**src/rtl/core/assert_macros.svh**
```systemverilog
// Assertion macros for the deframer RTL; included by wsd_parser.
// Each macro uses the enclosing module's clk and rst_n; empty when SYNTH is set.
`ifndef ASSERT_MACROS_SVH
`define ASSERT_MACROS_SVH

`ifndef SYNTH
// Property must hold at every clock edge out of reset.
`define WSD_ASSERT(lbl, prop) \
  lbl: assert property (@(posedge clk) disable iff (!rst_n) (prop)) \
    else $error("deframer assertion failed");
// Antecedent at one edge implies consequent at the next.
`define WSD_ASSERT_NEXT(lbl, ante, cons) \
  lbl: assert property (@(posedge clk) disable iff (!rst_n) (ante) |=> (cons)) \
    else $error("deframer assertion failed");
`else
`define WSD_ASSERT(lbl, prop)
`define WSD_ASSERT_NEXT(lbl, ante, cons)
`endif

`endif

```
**src/rtl/core/wsd_pkg.sv**
```systemverilog
`timescale 1ns / 1ps
// Shared types and constants of the WebSocket deframer.
// No dependencies; used by wsd_parser and websocket_frame_deframer.
package wsd_pkg;

  localparam int unsigned MAXLEN_W = 24;
  localparam int unsigned LEN_W    = 64;

  localparam logic [MAXLEN_W-1:0] MAX_PAYLOAD_RST = 24'd65536;

  // frame opcodes
  localparam logic [3:0] OP_TEXT  = 4'h1;
  localparam logic [3:0] OP_CLOSE = 4'h8;
  localparam logic [3:0] OP_PING  = 4'h9;

  // 7-bit length escapes
  localparam logic [6:0] LEN_EXT16 = 7'd126;
  localparam logic [6:0] LEN_EXT64 = 7'd127;

  // result kinds
  localparam logic [1:0] KIND_DATA  = 2'd0;
  localparam logic [1:0] KIND_CLOSE = 2'd1;
  localparam logic [1:0] KIND_PING  = 2'd2;
  localparam logic [1:0] KIND_DROP  = 2'd3;

  typedef struct packed {
    logic       vld;
    logic [1:0] kind;
    logic [7:0] data;
    logic       last;
  } wsd_res_t;

endpackage

```
**src/rtl/core/wsd_parser.sv**
```systemverilog
`timescale 1ns / 1ps
// Frame parser state and per-byte next-state logic.
// Depends on wsd_pkg and assert_macros.svh.
`include "assert_macros.svh"

module wsd_parser (
  input  logic                           clk,
  input  logic                           rst_n,
  input  logic                           step_i,
  input  logic [7:0]                     byte_i,
  input  logic [wsd_pkg::MAXLEN_W-1:0]   max_payload_i,
  output wsd_pkg::wsd_res_t              res_o
);
  import wsd_pkg::*;

  typedef enum logic [2:0] {
    PH_HDR0,
    PH_HDR1,
    PH_EXT,
    PH_MASK,
    PH_PAYLOAD
  } phase_t;

  phase_t           phase_r, phase_nxt;
  logic [3:0]       opcode_r, opcode_nxt;
  logic             mask_on_r, mask_on_nxt;
  logic [LEN_W-1:0] rem_r, rem_nxt;
  logic [2:0]       ext_cnt_r, ext_cnt_nxt;
  logic [31:0]      mask_key_r, mask_key_nxt;
  logic [1:0]       key_idx_r, key_idx_nxt;
  logic             closed_r, closed_nxt;

  wsd_res_t         res;
  logic             len_done;
  logic [LEN_W-1:0] rem_dec;
  logic [4:0]       key_sh;
  logic [7:0]       key_byte;
  logic             oversize;

  // key byte 0 lives in bits 31:24
  assign key_sh   = {~key_idx_r, 3'b000};
  assign key_byte = 8'(mask_key_r >> key_sh);
  assign rem_dec  = rem_r - LEN_W'(1);

  // result is formed for the byte at hand; state only moves when step_i is high
  always_comb begin
    phase_nxt    = phase_r;
    opcode_nxt   = opcode_r;
    mask_on_nxt  = mask_on_r;
    rem_nxt      = rem_r;
    ext_cnt_nxt  = ext_cnt_r;
    mask_key_nxt = mask_key_r;
    key_idx_nxt  = key_idx_r;
    closed_nxt   = closed_r;
    res          = '0;
    len_done     = 1'b0;

    if (!closed_r) begin
      unique case (phase_r)
        PH_HDR0: begin
          opcode_nxt = byte_i[3:0];
          phase_nxt  = PH_HDR1;
        end
        PH_HDR1: begin
          mask_on_nxt  = byte_i[7];
          mask_key_nxt = '0;
          key_idx_nxt  = '0;
          if (opcode_r == OP_CLOSE) begin
            closed_nxt = 1'b1;
            phase_nxt  = PH_HDR0;
            res.vld    = 1'b1;
            res.kind   = KIND_CLOSE;
          end else if (byte_i[6:0] == LEN_EXT16) begin
            rem_nxt     = '0;
            ext_cnt_nxt = 3'd1;
            phase_nxt   = PH_EXT;
          end else if (byte_i[6:0] == LEN_EXT64) begin
            rem_nxt     = '0;
            ext_cnt_nxt = 3'd7;
            phase_nxt   = PH_EXT;
          end else begin
            rem_nxt  = {{(LEN_W-7){1'b0}}, byte_i[6:0]};
            len_done = 1'b1;
          end
        end
        PH_EXT: begin
          rem_nxt = {rem_r[LEN_W-9:0], byte_i};
          if (ext_cnt_r == 3'd0) begin
            len_done = 1'b1;
          end else begin
            ext_cnt_nxt = ext_cnt_r - 3'd1;
          end
        end
        PH_MASK: begin
          mask_key_nxt = mask_key_r | ({24'b0, byte_i} << key_sh);
          if (key_idx_r == 2'd3) begin
            key_idx_nxt = '0;
            phase_nxt   = (rem_r != '0) ? PH_PAYLOAD : PH_HDR0;
          end else begin
            key_idx_nxt = key_idx_r + 2'd1;
          end
        end
        PH_PAYLOAD: begin
          key_idx_nxt = key_idx_r + 2'd1;
          rem_nxt     = rem_dec;
          if (rem_dec == '0) begin
            phase_nxt = PH_HDR0;
          end
          if (opcode_r == OP_TEXT) begin
            res.vld  = 1'b1;
            res.kind = KIND_DATA;
            res.data = byte_i ^ key_byte;
            res.last = (rem_dec == '0);
          end
        end
        default: begin
          phase_nxt = PH_HDR0;
        end
      endcase
    end

    oversize = (|rem_nxt[LEN_W-1:MAXLEN_W]) ||
               (rem_nxt[MAXLEN_W-1:0] > max_payload_i);

    // length complete: decide the frame's fate
    if (len_done) begin
      priority if (opcode_r == OP_PING) begin
        res.vld  = 1'b1;
        res.kind = KIND_PING;
      end else if (opcode_r != OP_TEXT) begin
        res.vld  = 1'b1;
        res.kind = KIND_DROP;
      end else if (oversize) begin
        opcode_nxt = '0;
        res.vld    = 1'b1;
        res.kind   = KIND_DROP;
      end
      if (mask_on_nxt) begin
        key_idx_nxt = '0;
        phase_nxt   = PH_MASK;
      end else begin
        phase_nxt = (rem_nxt != '0) ? PH_PAYLOAD : PH_HDR0;
      end
    end
  end

  assign res_o    = res;

  always_ff @(posedge clk) begin
    if (!rst_n) begin
      phase_r    <= PH_HDR0;
      opcode_r   <= '0;
      mask_on_r  <= 1'b0;
      rem_r      <= '0;
      ext_cnt_r  <= '0;
      mask_key_r <= '0;
      key_idx_r  <= '0;
      closed_r   <= 1'b0;
    end else if (step_i) begin
      phase_r    <= phase_nxt;
      opcode_r   <= opcode_nxt;
      mask_on_r  <= mask_on_nxt;
      rem_r      <= rem_nxt;
      ext_cnt_r  <= ext_cnt_nxt;
      mask_key_r <= mask_key_nxt;
      key_idx_r  <= key_idx_nxt;
      closed_r   <= closed_nxt;
    end
  end

  `WSD_ASSERT(a_closed_silent, !(closed_r && res.vld))
  `WSD_ASSERT_NEXT(a_closed_sticky, closed_r, closed_r)
  `WSD_ASSERT(a_payload_has_len, !(phase_r == PH_PAYLOAD && rem_r == '0))
  `WSD_ASSERT_NEXT(a_last_ends_frame, step_i && res.vld && res.last, phase_r == PH_HDR0)

endmodule

```
**src/rtl/core/websocket_frame_deframer.sv**
```systemverilog
`timescale 1ns / 1ps
// WebSocket (RFC 6455) receive deframer. Takes one connection byte per request on
// the in_ channel and returns at most one event per byte on the out_ channel:
// unmasked text payload bytes (kind 0, last marks the final byte), close seen
// (kind 1, all later bytes ignored until reset), ping seen (kind 2) or frame
// dropped (kind 3, payload skipped). Throughput is one byte per clock while
// in_stall is low; each byte passes an input register, combinational parser logic
// whose critical path is the 64-bit length decrement and compare, and an output
// register that holds its event until out_stall is low at a clock edge. in_stall
// rises only while a byte that makes an event meets a full, stalled output
// register. cfg_max_payload must be written only while idle; the block does not
// enforce it. cfg_ready is always high. Depends on wsd_pkg and wsd_parser.
module websocket_frame_deframer (
  input  logic                          clk,
  input  logic                          rst_n,
  input  logic                          in_valid,
  output logic                          in_stall,
  input  logic [7:0]                    in_rx_byte,
  output logic                          out_valid,
  input  logic                          out_stall,
  output logic [1:0]                    out_kind,
  output logic [7:0]                    out_data,
  output logic                          out_last,
  input  logic                          cfg_valid,
  output logic                          cfg_ready,
  input  logic [wsd_pkg::MAXLEN_W-1:0]  cfg_max_payload
);
  import wsd_pkg::*;

  logic [MAXLEN_W-1:0] max_payload_r;
  logic                in_full_r;
  logic [7:0]          in_byte_r;
  logic                out_valid_r;
  logic [1:0]          out_kind_r;
  logic [7:0]          out_data_r;
  logic                out_last_r;

  wsd_res_t            res;
  logic                adv;
  logic                in_take;

  // byte in the input register moves on unless it makes an event with nowhere to go
  assign adv     = in_full_r && (!res.vld || !out_valid_r || !out_stall);
  assign in_stall = in_full_r && !adv;
  assign in_take = in_valid && !in_stall;

  wsd_parser u_parser (
    .clk           (clk),
    .rst_n         (rst_n),
    .step_i        (adv),
    .byte_i        (in_byte_r),
    .max_payload_i (max_payload_r),
    .res_o         (res)
  );

  always_ff @(posedge clk) begin
    if (!rst_n) begin
      max_payload_r <= MAX_PAYLOAD_RST;
      in_full_r     <= 1'b0;
      out_valid_r   <= 1'b0;
    end else begin
      if (cfg_valid) begin
        max_payload_r <= cfg_max_payload;
      end
      if (in_take) begin
        in_full_r <= 1'b1;
      end else if (adv) begin
        in_full_r <= 1'b0;
      end
      if (adv && res.vld) begin
        out_valid_r <= 1'b1;
      end else if (!out_stall) begin
        out_valid_r <= 1'b0;
      end
    end
  end

  always_ff @(posedge clk) begin
    if (in_take) begin
      in_byte_r <= in_rx_byte;
    end
    if (adv && res.vld) begin
      out_kind_r <= res.kind;
      out_data_r <= res.data;
      out_last_r <= res.last;
    end
  end

  assign cfg_ready = 1'b1;
  assign out_valid = out_valid_r;
  assign out_kind  = out_kind_r;
  assign out_data  = out_data_r;
  assign out_last  = out_last_r;

endmodule

```
**config.mk**
```make
export PLATFORM = sky130hd
export DESIGN_NAME = websocket_frame_deframer
export DESIGN_NICKNAME = d
export VERILOG_FILES = /design/src/rtl/core/wsd_pkg.sv /design/src/rtl/core/wsd_parser.sv /design/src/rtl/core/websocket_frame_deframer.sv
export VERILOG_INCLUDE_DIRS = /design/src /design/src/rtl/core
export SDC_FILE = /design/constraint.sdc
export NUM_CORES = 1
export LEC_CHECK = 0
export BUFFER_PORTS_ARGS = -buffer_cell sky130_fd_sc_hd__buf_2
export CELL_PAD_IN_SITES_DETAIL_PLACEMENT = 2
export CELL_PAD_IN_SITES_GLOBAL_PLACEMENT = 2
export CORE_ASPECT_RATIO = 0.7
export CORE_MARGIN = 1.5
export CORE_UTILIZATION = 40
export DETAILED_ROUTE_END_ITERATION = 12
export GPL_ROUTABILITY_DRIVEN = 0
export PLACE_DENSITY = 0.84
export SLEW_MARGIN = 25
export SYNTH_ARGS = -nofsm -noshare
export SYNTH_HDL_FRONTEND = slang
export SYNTH_SLANG_ARGS = --single-unit
```
**constraint.sdc**
```tcl
create_clock -name clk -period 8.3 [get_ports clk]
set_input_delay 0.83 -clock clk [delete_from_list [all_inputs] [get_ports clk]]
set_output_delay 0.83 -clock clk [all_outputs]
set_load 0.1 [all_outputs]
```
==> impl_metrics.env <==
export IMPL_outcome="complete, no violations"
export IMPL_hold_buffers=0
export IMPL_yosys_warnings=0
export IMPL_relSlewSlack_pct=25.5
export IMPL_cpPeakStageDelay_ps=750
export IMPL_leakagePower_uw=0.00421
export IMPL_crit_buf_inv=2
export IMPL_cts_resized=0
export IMPL_crit_cells=18
export IMPL_syn_inst=1382
export IMPL_hpwl_um=33600
export IMPL_drtIter0Drc=1237
export IMPL_multi_input_area_um2=6630
export IMPL_worstPathCellList="nor4_2 -> nand3_1 -> nor2_1 -> nand3_1 -> or3_1 -> o311ai_0 -> ha_1 -> a21o_1 -> a21o_1 -> a21oi_1 -> o21ai_0 -> o21ai_0 -> nand2_1 -> o21ai_2 -> nand2_1 -> nand4_1 -> inv_1 -> buf_2"
export IMPL_path_clk_slew_ps=70
export IMPL_hold_depth=2
export IMPL_regArea_um2=3290
export IMPL_cp_arrival_ps=6540
export IMPL_grt_use_total_pct=36.0
export IMPL_grt_max_degree=138
export IMPL_power_density_nw_per_um2=321
export IMPL_syn_num_nets=1449
export IMPL_slowest_stage="o311ai_0"
export IMPL_routedWlPerCell_um=28.6
export IMPL_path_class="reg -> out"
export IMPL_routed_via_density=6.84
export IMPL_rows=49
export IMPL_first_pass_iters=6
export IMPL_cts_htree_levels=4
export IMPL_layout_commonest_cell="nor2_1"
export IMPL_overflow=0
export IMPL_yosys_most_used_dff="dfxtp_1"
export IMPL_drive_gt1_share_pct=11.5
export IMPL_dieHeight_um=140
export IMPL_grt_setup_unrepaired="false"
export IMPL_ys_seq_area_share_pct=30.9
export IMPL_path_max_fanout=11
export IMPL_drv_slew=0
export IMPL_start_util_pct=41.1
export IMPL_fmax_mhz=136
export IMPL_final_setup_tns_ps=0
export IMPL_hold_path_class="reg -> reg"
export IMPL_grt_pass1_vias=12300
export IMPL_fin_crit_ps=7370
export IMPL_cts_buffers=17
export IMPL_clock_latency_ps=480
export IMPL_worst_pin_slew_ps=1110
export IMPL_maxCapViolCount=0
export IMPL_wirelength_um=48900
export IMPL_synth_largest_area_cell="dfxtp_1"
export IMPL_core_area_um2=25900
export IMPL_ant_nets=0
export IMPL_avgSynthCellArea_um2=7.71
export IMPL_post_cts_repair_setup_buffers=0
export IMPL_dieArea_um2=27600
export IMPL_cp_top_family="simple AND/OR/NAND/NOR gates"
export IMPL_fillers=3005
export IMPL_antenna_found_initial=1
export IMPL_syn2layout_area_growth_pct=8.29
export IMPL_final_cell_mix="nor2_1 (153), nand2_1 (145), dfxtp_1 (136), a21oi_1 (89), o21ai_0 (67)"
export IMPL_synth_seq_cells=155
export IMPL_vdd_drop_max_mv=0.232
export IMPL_finClkSkew_ps=21.2
export IMPL_worstPathRequired_ps=7470
export IMPL_io_pins=51
export IMPL_clkSinkCount=155
export IMPL_synth_cell_types=81
export IMPL_synth_top_area_share_pct=25.6
export IMPL_worstSetupEndpointType="primary output"
export IMPL_root_buffer="clkbuf_16"
export IMPL_numPortBuffers=49
export IMPL_final_setup_viol_count=0
export IMPL_nets=1405
export IMPL_synth_area_top_cells="dfxtp_1 (26%), nor2_1 (5.4%), edfxtp_1 (5.4%)"
export IMPL_hold_viol=0
export IMPL_period_share_pct=88.8
export IMPL_cts_max_path_buffers=2
export IMPL_drt_drc_violations_left=0
export IMPL_netlist_area_um2=10700
export IMPL_async_flop_share_pct=0
export IMPL_grt_pass1_wl_um=75100
export IMPL_reg2reg_depth=19
export IMPL_finalPower_uw=3710
export IMPL_diodes=0
export IMPL_cts_tree="built"
export IMPL_die_x_um=198
export IMPL_vias=11700
export IMPL_worst_setup_path_start_kind="flop"
export IMPL_synth_enable_flop_cells=19
power by group:
part           total, uW  internal, uW  switching (uW)
logic               1920           562            1360
clock network        798           402             396
registers            989           827             162
routing by layer:
layer / track usage (%) / vias up / wire length [um]
met2: 55.0 / 604 / 21900
met3: 10.3 / 103 / 5000
li1: - / 5017 / -
met5: 0 / - / 13
met4: 12.6 / 2 / 1220
met1: 48.4 / 5960 / 20700
worst min-delay path: cells and delay by family, from the launching register on:
family | cells | cell delay (ps)
AOI/OAI and AO/OA | 1 | 50
buffers and inverters | 1 | 50
DFF | 1 | 310
registers in the layout, summed over array words and instances (netlist names), 3 cells and up:
signal and cells:
u_parser.mask_key_r 32, u_parser.rem_r 64, out_data 8, in_byte_r 8
max_payload_r 24, u_parser.ext_cnt_r 3, u_parser.phase_r 3, u_parser.opcode_r 4
path summary, 6_finish.rpt:
| path | from | to | slack, ps |
|---|---|---|---|
| min | u_parser.mask_key_r[8] | u_parser.mask_key_r[8] | 460 |
| max | u_parser.rem_r[4] | in_stall | 930 |
| max reg2reg | u_parser.rem_r[4] | u_parser.phase_r[1] | 1390 |
| min reg2reg | u_parser.mask_key_r[8] | u_parser.mask_key_r[8] | 460 |
area by class of cell:
class | instances | share of cell area [%]
multi-input cells | 1047 | 57.5
inverters | 48 | 1.57
repair buffers | 69 | 3.64
flip-flops and latches | 155 | 28.5
clock buffers | 18 | 3.81
well taps | 357 | 3.87
clock inverters | 14 | 1.10
stage by stage:
| stage | util (%) | cells | hold WS [ps] | area [um2] | setup WS [ps] |
|---|---|---|---|---|---|
| 2_1_floorplan | - | 1382 | 422 | 10700 | 2740 |
| 3_3_place_gp | 42.2 | 1676 | 435 | 11000 | 2210 |
| 3_5_place_dp | 42.3 | 1676 | 451 | 11000 | 1530 |
| 4_1_cts | 44.5 | 1708 | 461 | 11500 | 848 |
| 5_1_grt | 44.5 | 1708 | 494 | 11500 | 795 |
| 6_report | 44.5 | 1708 | 461 | 11500 | 927 |
cell usage after synthesis, drive strengths merged, types with 5 or more instances:
| master | number |
|---|---|
| nor2 | 153 |
| nand2 | 145 |
| dfxtp | 136 |
| clkbuf | 100 |
| a21oi | 90 |
| o21ai | 70 |
| nor4 | 55 |
| nor3 | 50 |
| inv | 48 |
| a31oi | 42 |
| nand3 | 37 |
| buf | 32 |
| mux2i | 31 |
| a211oi | 30 |
| ha | 30 |
| nand4 | 29 |
| xnor2 | 29 |
| or3 | 22 |
| edfxtp | 19 |
| or4 | 19 |
| a22oi | 14 |
| a21o | 13 |
| xor2 | 13 |
| and3 | 10 |
| nor4b | 10 |
| a311oi | 9 |
| nand2b | 9 |
| nor2b | 9 |
| o31ai | 9 |
| mux4 | 8 |
| o211ai | 7 |
| a221o | 6 |
| a32o | 6 |
| and2 | 6 |
| o311ai | 6 |
| a22o | 5 |
| a32oi | 5 |
| nor3b | 5 |
| o2111ai | 5 |
| or2 | 5 |
cell families after synthesis:
family	after synthesis	share of synthesized area [%]
xor gates and xnor gates	42	3.45
adders and majority gates	30	3.52
DFF	155	30.9
muxes	39	4.60
buffers and inverters	180	7.38
other	1	0.0352
AOI/OAI and AO/OA	354	22.6
and+or+nand+nor	581	27.5
No activity file was read; power rests on OpenSTA's default activity.
